File: src/rtl/mrpt_pkg.sv
package mrpt_pkg;

  localparam int unsigned NW = 63;
  localparam int unsigned NUM_BASES = 7;
  localparam int unsigned BIDX_W = 3;
  localparam int unsigned BIT_W = 6;

  typedef logic [NW-1:0] word_t;

  // Datapath operations requested by the controller.
  typedef enum logic [2:0] {
    OP_NONE   = 3'd0,
    OP_LOAD   = 3'd1,  // latch n, set u = n-1
    OP_SHIFT  = 3'd2,  // u >>= 1, t++
    OP_BASE   = 3'd3,  // b = base mod n, r = 1, e = u
    OP_MULR   = 3'd4,  // r = r*b mod n
    OP_SQB    = 3'd5,  // b = b*b mod n, e >>= 1
    OP_SQX    = 3'd6   // r = r*r mod n, i++
  } op_t;

  typedef struct packed {
    op_t op;
    logic [BIDX_W-1:0] base_idx;
  } cmd_t;

  typedef struct packed {
    logic lt2;
    logic even;
    logic is2;
    logic u_odd;
    logic e_zero;
    logic e_lsb;
    logic r_pass0;    // r == 0, 1 or n-1
    logic r_one;
    logic r_nm1;
    logic i_last;     // i >= t
    logic done;       // datapath op finished
  } stat_t;

  function automatic word_t base_const(input logic [BIDX_W-1:0] k);
    word_t v;
    v = '0;
    unique case (k)
      3'd0: v = word_t'(64'd2);
      3'd1: v = word_t'(64'd235);
      3'd2: v = word_t'(64'd9375);
      3'd3: v = word_t'(64'd28178);
      3'd4: v = word_t'(64'd450775);
      3'd5: v = word_t'(64'd9780504);
      3'd6: v = word_t'(64'd1795265022);
      default: v = '0;
    endcase
    return v;
  endfunction

endpackage

File: src/rtl/mrpt_modmul.sv
// Bit-serial modular multiply, one bit of y per cycle, MSB first.
// Also used as a modular reducer: 1*y mod m.
module mrpt_modmul (
  input  logic             clk,
  input  logic             rst_n,
  input  logic             go,
  input  mrpt_pkg::word_t  x,
  input  mrpt_pkg::word_t  y,
  input  mrpt_pkg::word_t  m,
  output logic             done,
  output mrpt_pkg::word_t  p
);
  logic                      busy_r, busy_nxt;
  logic [mrpt_pkg::BIT_W-1:0] bit_r, bit_nxt;
  mrpt_pkg::word_t           x_r, y_r, m_r;
  logic [mrpt_pkg::NW:0]     acc_r, acc_nxt;
  logic [mrpt_pkg::NW:0]     dbl, dbl_m, add, add_m;
  logic                      done_r, done_nxt;

  always_comb begin
    dbl   = {acc_r[mrpt_pkg::NW-1:0], 1'b0};
    dbl_m = (dbl >= {1'b0, m_r}) ? dbl - {1'b0, m_r} : dbl;
    add   = dbl_m + {1'b0, x_r};
    add_m = (add >= {1'b0, m_r}) ? add - {1'b0, m_r} : add;
    busy_nxt = busy_r;
    bit_nxt  = bit_r;
    acc_nxt  = acc_r;
    done_nxt = 1'b0;
    if (go) begin
      busy_nxt = 1'b1;
      bit_nxt  = mrpt_pkg::BIT_W'(mrpt_pkg::NW - 1);
      acc_nxt  = '0;
    end else if (busy_r) begin
      acc_nxt = y_r[bit_r] ? add_m : dbl_m;
      bit_nxt = bit_r - 1'b1;
      if (bit_r == '0) begin
        busy_nxt = 1'b0;
        done_nxt = 1'b1;
      end
    end
  end

  always_ff @(posedge clk) begin
    if (!rst_n) begin
      busy_r <= 1'b0;
      done_r <= 1'b0;
    end else begin
      busy_r <= busy_nxt;
      done_r <= done_nxt;
    end
    bit_r <= bit_nxt;
    acc_r <= acc_nxt;
    if (go) begin
      x_r <= x;
      y_r <= y;
      m_r <= m;
    end
  end

  assign done = done_r;
  assign p    = acc_r[mrpt_pkg::NW-1:0];
endmodule

File: src/rtl/mrpt_datapath.sv
module mrpt_datapath (
  input  logic             clk,
  input  logic             rst_n,
  input  mrpt_pkg::word_t  in_candidate,
  input  mrpt_pkg::cmd_t   cmd,
  output mrpt_pkg::stat_t  stat
);
  mrpt_pkg::word_t n_r, u_r, e_r, b_r, r_r;
  logic [mrpt_pkg::BIT_W-1:0] t_r, i_r;
  mrpt_pkg::op_t   pend_r;
  logic            go;
  mrpt_pkg::word_t mx, my, mp;
  logic            mdone;

  function automatic mrpt_pkg::word_t u_r_nm1(input mrpt_pkg::word_t nv);
    return nv - 1'b1;
  endfunction

  mrpt_modmul u_mul (
    .clk(clk), .rst_n(rst_n), .go(go), .x(mx), .y(my), .m(n_r),
    .done(mdone), .p(mp)
  );

  // Base reduction runs as 1 * base mod n: the base walks the y bits,
  // so it may exceed n while x stays below n.
  always_comb begin
    go = 1'b0;
    mx = r_r;
    my = b_r;
    unique case (cmd.op)
      mrpt_pkg::OP_BASE: begin
        go = 1'b1; mx = mrpt_pkg::word_t'(1);
        my = mrpt_pkg::base_const(cmd.base_idx);
      end
      mrpt_pkg::OP_MULR: begin go = 1'b1; mx = r_r; my = b_r; end
      mrpt_pkg::OP_SQB:  begin go = 1'b1; mx = b_r; my = b_r; end
      mrpt_pkg::OP_SQX:  begin go = 1'b1; mx = r_r; my = r_r; end
      default: go = 1'b0;
    endcase
  end

  always_ff @(posedge clk) begin
    if (!rst_n) begin
      pend_r <= mrpt_pkg::OP_NONE;
    end else begin
      if (go) pend_r <= cmd.op;
      else if (mdone) pend_r <= mrpt_pkg::OP_NONE;
    end
    unique case (cmd.op)
      mrpt_pkg::OP_LOAD: begin
        n_r <= in_candidate;
        u_r <= in_candidate - 1'b1;
        t_r <= '0;
      end
      mrpt_pkg::OP_SHIFT: begin
        u_r <= u_r >> 1;
        t_r <= t_r + 1'b1;
      end
      mrpt_pkg::OP_BASE: begin
        r_r <= mrpt_pkg::word_t'(1);
        e_r <= u_r;
        i_r <= mrpt_pkg::BIT_W'(1);
      end
      default: ;
    endcase
    if (mdone) begin
      unique case (pend_r)
        mrpt_pkg::OP_BASE: b_r <= mp;
        mrpt_pkg::OP_MULR: r_r <= mp;
        mrpt_pkg::OP_SQB: begin b_r <= mp; e_r <= e_r >> 1; end
        mrpt_pkg::OP_SQX: begin r_r <= mp; i_r <= i_r + 1'b1; end
        default: ;
      endcase
    end
  end

  always_comb begin
    stat.lt2     = (n_r < mrpt_pkg::word_t'(2));
    stat.even    = ~n_r[0];
    stat.is2     = (n_r == mrpt_pkg::word_t'(2));
    stat.u_odd   = u_r[0];
    stat.e_zero  = (e_r == '0);
    stat.e_lsb   = e_r[0];
    stat.r_one   = (r_r == mrpt_pkg::word_t'(1));
    stat.r_nm1   = (r_r == u_r_nm1(n_r));
    stat.r_pass0 = (r_r == '0) || stat.r_one || stat.r_nm1;
    stat.i_last  = (i_r >= t_r);
    stat.done    = mdone;
  end
endmodule

File: config.mk
export PLATFORM = sky130hd
export DESIGN_NAME = mrpt_datapath
export DESIGN_NICKNAME = d
export VERILOG_FILES = /design/src/rtl/mrpt_pkg.sv /design/src/rtl/mrpt_modmul.sv /design/src/rtl/mrpt_datapath.sv
export SDC_FILE = /design/constraint.sdc
export NUM_CORES = 2
export LEC_CHECK = 0
export BUFFER_PORTS_ARGS = -buffer_cell sky130_fd_sc_hd__clkbuf_2
export CAP_MARGIN = 5
export CORE_MARGIN = 2
export CORE_UTILIZATION = 40
export CTS_CLUSTER_SIZE = 16
export DETAILED_ROUTE_END_ITERATION = 10
export PLACE_DENSITY = 0.6
export SLEW_MARGIN = 20
export SYNTH_ARGS = -nofsm -noshare
export SYNTH_HDL_FRONTEND = slang
export SYNTH_SLANG_ARGS = --single-unit
export TNS_END_PERCENT = 5
File: constraint.sdc
create_clock -name clk -period 13.8 [get_ports clk]
set_clock_uncertainty 0.2 [all_clocks]
set_input_delay 4.14 -clock clk [delete_from_list [all_inputs] [get_ports clk]]
set_output_delay 4.14 -clock clk [all_outputs]
set_load 0.02 [all_outputs]
* After elaboration in Yosys (flattened, before gate mapping)
Index checks and enable logic that the tools add are counted.
** Cells by class
- Multiplexer cells :: 26
- Add/sub/neg operators :: 8
- Bitwise operators :: 3
- Reduce and logical (&&, ||, !) cells :: 13
- Eq/ne operators :: 19
- Magnitude comparators :: 5
** Operators with widths (count)
- 63-bit 2-to-1 mux :: 8
- 63-bit one-hot mux with 2 select lines :: 3
- 31-bit one-hot mux with 7 select lines :: 1
- 64-bit by 63-bit >= comparator with 1-bit output :: 2
- 63-bit zero test :: 2
- 63-bit by 1-bit subtractor with 63-bit output (second input constant) :: 2
- 64-bit by 63-bit adder with 64-bit output :: 1
- 64-bit 2-to-1 mux :: 1
- 64-bit by 63-bit subtractor with 64-bit output :: 1
- 63-bit by 1-bit == test with 1-bit output (second input constant) :: 1
- 63-bit by 2-bit == test with 1-bit output (second input constant) :: 1
- 63-bit == test :: 1
- 63-bit by 2-bit < comparator with 1-bit output (second input constant) :: 1
- 63-bit subtractor :: 1
- 3-bit == test (second input constant) :: 9
- 6-bit 2-to-1 mux :: 3
- 3-bit by 2-bit == test with 1-bit output (second input constant) :: 5
- 6-bit by 1-bit adder with 6-bit output (second input constant) :: 2
- 6-bit one-hot mux with 2 select lines :: 1
- 6-bit by 7-bit < comparator with 1-bit output (second input constant) :: 1
- 1-bit binary-select mux with 6-bit select :: 1
- 3-bit by 1-bit == test with 1-bit output (second input constant) :: 2
- 6-bit >= comparator :: 1
- 6-bit zero test :: 1
- other kinds (11) :: 22
** Storage, ports and cells
- Word-level logic and storage cells :: 89
- Output and inout bits :: 11
- Flip-flop bits (word level) :: 590
- Bits of input ports :: 71

* Logic depth before layout (Yosys ltp)
- Word-level depth :: 6
- Mapped depth :: 40
- Mapped depth without buffers :: 33

* Hierarchy
From an unflattened synthesis, not the netlist that was laid out.
** Second synthesis, totals
- Cells, all modules :: 4292
- Area total of the unflattened synthesis :: 38371.8 um^2
** Modules (own cells, without submodules)
- mrpt_modmul :: instances 1, area each 21147.8 um^2, cells each 2420, sequential area each 7096.8 um^2
- mrpt_datapath :: instances 1, area each 17224.0 um^2, cells each 1872, sequential area each 8558.2 um^2

* Worst setup path before layout
No wires, ideal clock.
- Path type :: input port to flip-flop
- Start point :: in cmd[3] in the netlist's numbering
- End point :: reg t_r[0] in the netlist's numbering, enable pin
- Buffers on the path :: 1
- Setup slack :: 2.775 ns
- Cell stages on the path :: 3
- Data required time :: 13.203 ns
- Library setup time :: 0.397 ns
- Data arrival time :: 10.427 ns
- Path through :: clkbuf_1 > nor3b_1 > or2_2
** On the way
- Word-level cells in the longest chain between the ends :: 2
- Elaborated cells between the ends (all ways) :: 3
- Those cells by class :: eq/ne: 2; reduce/logical: 1
** Ends and longest elaborated chain
- start, declared :: RTL line mrpt_datapath.sv:5 : input mrpt_pkg::cmd_t cmd,
- 3-bit by 2-bit == test with 1-bit output / 3-bit by 1-bit == test with 1-bit output (equally long branches) :: RTL line mrpt_datapath.sv:49 : unique case (cmd.op)
- 2-bit nonzero test (no source line) *
- end signal, assigned :: RTL line mrpt_datapath.sv:57 : t_r <= t_r + 1'b1;
- end, declared :: RTL line mrpt_datapath.sv:9 : logic [mrpt_pkg::BIT_W-1:0] t_r, i_r;
Every way passes the cells marked *; elsewhere a longest branch is shown, timed or not.
A chain may end at the register's enable or synchronous reset.

* Worst setup path in the final report
- Start point :: reg u_mul.acc_r[60] in the netlist's numbering
- End point :: reg u_mul.acc_r[19] in the netlist's numbering
** On the way
- Word-level cells in the longest chain between the ends :: 6
- Elaborated cells between the ends (all ways) :: 8
- Those cells by class :: add/sub: 3; order compare: 2; mux: 3
** Ends and longest elaborated chain
- start, declared :: RTL line mrpt_modmul.sv:16 : logic [mrpt_pkg::NW:0] acc_r, acc_nxt;
- start signal, assigned :: RTL line mrpt_modmul.sv:52 : acc_r <= acc_nxt;
- 64-bit by 63-bit subtractor with 64-bit output / 64-bit by 63-bit >= comparator with 1-bit output (equally long branches) :: RTL line mrpt_modmul.sv:22 : dbl_m = (dbl >= {1'b0, m_r}) ? dbl - {1'b0, m_r} : dbl;
- 64-bit 2-to-1 mux * :: RTL line mrpt_modmul.sv:22
- 64-bit by 63-bit adder with 64-bit output :: RTL line mrpt_modmul.sv:23 : add = dbl_m + {1'b0, x_r};
- 64-bit by 63-bit >= comparator with 1-bit output / 63-bit subtractor (equally long branches) :: RTL line mrpt_modmul.sv:24 : add_m = (add >= {1'b0, m_r}) ? add - {1'b0, m_r} : add;
- 63-bit 2-to-1 mux :: RTL line mrpt_modmul.sv:24
- 63-bit 2-to-1 mux * :: RTL line mrpt_modmul.sv:34 : acc_nxt = y_r[bit_r] ? add_m : dbl_m;
Marks and branches as above.

==> metrics.md <==
| Metric | Value |
|---|---|
| Status | `finished, final reports clean` |
| Initial drt markers | `3980` |
| Maximum clock path buffer count | `3` |
| Min Hold Slack | `0.279 ns` |
| Core area | `95300 µm²` |
| Die Y | `315 µm` |
| Clk Latency, worst-skew pair | `0.67 ns` |
| Vias per inst | `6.10` |
| Post-route DRC | `0` |
| Ys Warns | `0` |
| Crit Path Class | `reg2reg` |
| Clock slew at reported path FFs | `0.07 ns` |
| Routability congestion estimate | `1.06` |
| H-tree Lvls | `2` |
| Post-synth top flop | `edfxtp_1` |
| Largest net degree at the start of global routing | `104` |
| Setup TNS | `0 ns` |
| Row Count | `113` |
| # setup viols final | `0` |
| DPL Wire Length | `107 mm` |
| Post-CTS Hold Buffers | `0` |
| Synthesized area | `38600 µm²` |
| Initial antenna violation count | `5` |
| Worst hold path class | `reg2reg` |
| DR pass1 iterations | `7` |
| Post-synth EDFFs | `384` |
| Final Net Count | `4546` |
| Routed wire length | `140 mm` |
| Final Max Tran Viols | `0` |
| Number of global-route vias before repair | `30900` |
| Initial core utilization | `40.5%` |
| Slew margin rel. | `22.1%` |
| Post-CTS Resized | `0` |
| Final ANT Viol Nets | `0` |
| Average routed wire per standard cell | `25.0 µm` |
| CP Launch Type | `flip-flop` |
| CTS buffer count | `61` |
| Period utilization | `90.4%` |
| Clock power frac | `15.2%` |
| Total Routing Usage GR | `27.5%` |
| Pre-CTS WS | `1.87 ns` |
| Vias | `34100` |
| Post-CTS setup buffers | `0` |
| Seq/Total Area, Yosys | `40.6%` |
| Synthesized net count | `4606` |
| P_sw | `5.82 mW` |
| Die W | `315 µm` |
| Worst IR Drop VDD | `0.193 mV` |
| Slew @ Worst Pin | `1.16 ns` |
| Area grow syn2layout | `9.05%` |
| Leakage | `16.0 nW` |
| Critical-path top delay cell | `o41ai_1` |
| Area contributors post-synth | `edfxtp_1, dfxtp_1, ha_1` |
| Grt total ovfl | `0` |
| Syn Inst Count | `4331` |
| Synth area leader | `edfxtp_1` |
| Critical path required time | `14.13 ns` |
| Pwr/cell area | `275 nW/µm²` |
| Hold Violations, Final | `0` |
| Most frequent cell after synthesis | `nand2_1` |
| CTS Sinks | `590` |
| IO buf count | `81` |
| Top Ports | `82` |
| Share of cells above drive strength 1 | `7.17%` |
| Crit-path max cell delay | `0.90 ns` |
| RSZ-0062 raised after global routing | `no` |
| Max_cap viols | `0` |
| Min setup slack post-route | `1.32 ns` |
| Fillers | `9361` |
| Post-synth cell types | `95` |
| Most frequent cells after synthesis | `nand2_1, edfxtp_1, o21ai_0` |
| CP arrival | `12.80 ns` |
| Sw frac | `50.3%` |
| Fmax | `80.1 MHz` |
| CTS tree | `done` |
| Pint | `5.74 mW` |
| Crit. End Element | `flip-flop` |
| Most numerous cell on the critical path | `nand3_1` |
| CTS Root Cell | `clkbuf_16` |
| Tmin final | `12.48 ns` |
| Mapped Avg Cell Area | `8.91 µm²` |
| Max Fanout on Critical Path | `57` |
| Area share of the largest cell type after synthesis | `29.9%` |
| DIE AREA | `99000 µm²` |
| Synth Register Bits | `590` |
| Combinational fraction of design power | `65.3%` |
| Async SR Flop Fraction | `0%` |
| Global-route wire length before repair | `204 mm` |
| Sequential share of power | `19.5%` |
[per-stage QoR]
| step | util, % | area (µm²) | cells | power (mW) |
|---|---|---|---|---|
| 6_report | 44.2 | 42100 | 5592 | 11.6 |
| 2_1_floorplan | - | 38600 | 4331 | 7.45 |
| 3_5_place_dp | 41.9 | 40000 | 5473 | 9.52 |
| 4_1_cts | 44.1 | 42100 | 5589 | 11.3 |
| 3_3_place_gp | 41.9 | 40000 | 5473 | 9.61 |
| 5_1_grt | 44.2 | 42100 | 5591 | 12.2 |
[routing by layer]
metal / vias to the layer above / GRT usage (%) / part of all wire, %
met4: 2 / 9.76 / 3.8
met5: - / 0 / 0.0071
met1: 16400 / 41.0 / 45
li1: 15900 / - / -
met2: 1633 / 39.8 / 42
met3: 228 / 4.59 / 9.2
[layout by cell type (no fill, tap or decap), types with 37 or more instances in the layout]
master and n:
nand2_1 619, edfxtp_1 384, o21ai_0 375, nor2_1 331
a21oi_1 300, xnor2_1 206, dfxtp_1 206, ha_1 201
inv_1 139, xor2_1 121, a31oi_1 108, a21o_1 89
nand4_1 86, clkbuf_2 81, nor3_1 80, nor4_1 75
clkbuf_16 62, nand3_1 59, a22oi_1 56, mux2i_1 56
a22o_1 44, buf_4 37
[sequential cells by signal, summed over array words and instances (netlist names), 6 cells and up]
register / flops
u_mul.acc_r: 63
b_r: 63
u_mul.m_r: 63
n_r: 63
r_r: 63
u_mul.y_r: 63
u_r: 63
t_r: 6
u_mul.bit_r: 6
i_r: 6
u_mul.x_r: 63
e_r: 63
[worst paths after layout]
kind | cells after the start | start | to | slack (ns)
setup / recovery | 31 | u_mul.acc_r[60] | u_mul.acc_r[19] | 1.32
hold / removal | 1 | i_r[5] | i_r[5] | 0.28
hold reg to reg | 1 | i_r[5] | i_r[5] | 0.28
setup reg to reg | 31 | u_mul.acc_r[60] | u_mul.acc_r[19] | 1.32
[power by group through the flow]
stage | clock [mW] | sequential [mW] | combinational [mW]
after floorplan | 0 | 2.18 | 5.27
after global placement | 0 | 2.27 | 7.34
after detailed placement | 0 | 2.27 | 7.24
after CTS | 1.78 | 2.24 | 7.30
after global routing | 1.84 | 2.26 | 8.11
final | 1.76 | 2.25 | 7.55
[final cells by class]
cell class	count	area [µm²]	area share, %
Clock inverter	45	484	1.15
Timing Repair Buffer	118	683	1.62
Tap cell	1265	1580	3.76
Sequential cell	590	15700	37.2
Inverter	142	541	1.28
Clock buffer	71	1630	3.86
Multi-Input combinational cell	3358	21500	51.1
Antenna cell	3	7.51	0.0178
[worst max-delay path: cells and delay by family, from the launching register on]
family / cells / cell delay (ns)
simple gates: 13 / 4.73
compound gates: 9 / 3.26
buf+inv: 4 / 1.59
fa+ha+maj: 3 / 1.40
flops: 1 / 0.42
xor+xnor: 1 / 0.36
mux: 1 / 0.30
[kinds of logic after synthesis]
logic type	after synthesis	synth area share, %
adders and majority gates	205	6.70
and+or+nand+nor	1469	17.7
xor gates and xnor gates	327	7.42
muxes	85	2.89
DFF	590	40.6
AOI/OAI and AO/OA	1272	20.8
buffers and inverters	383	3.93
Note: power is estimated with default switching activity, not from simulation.
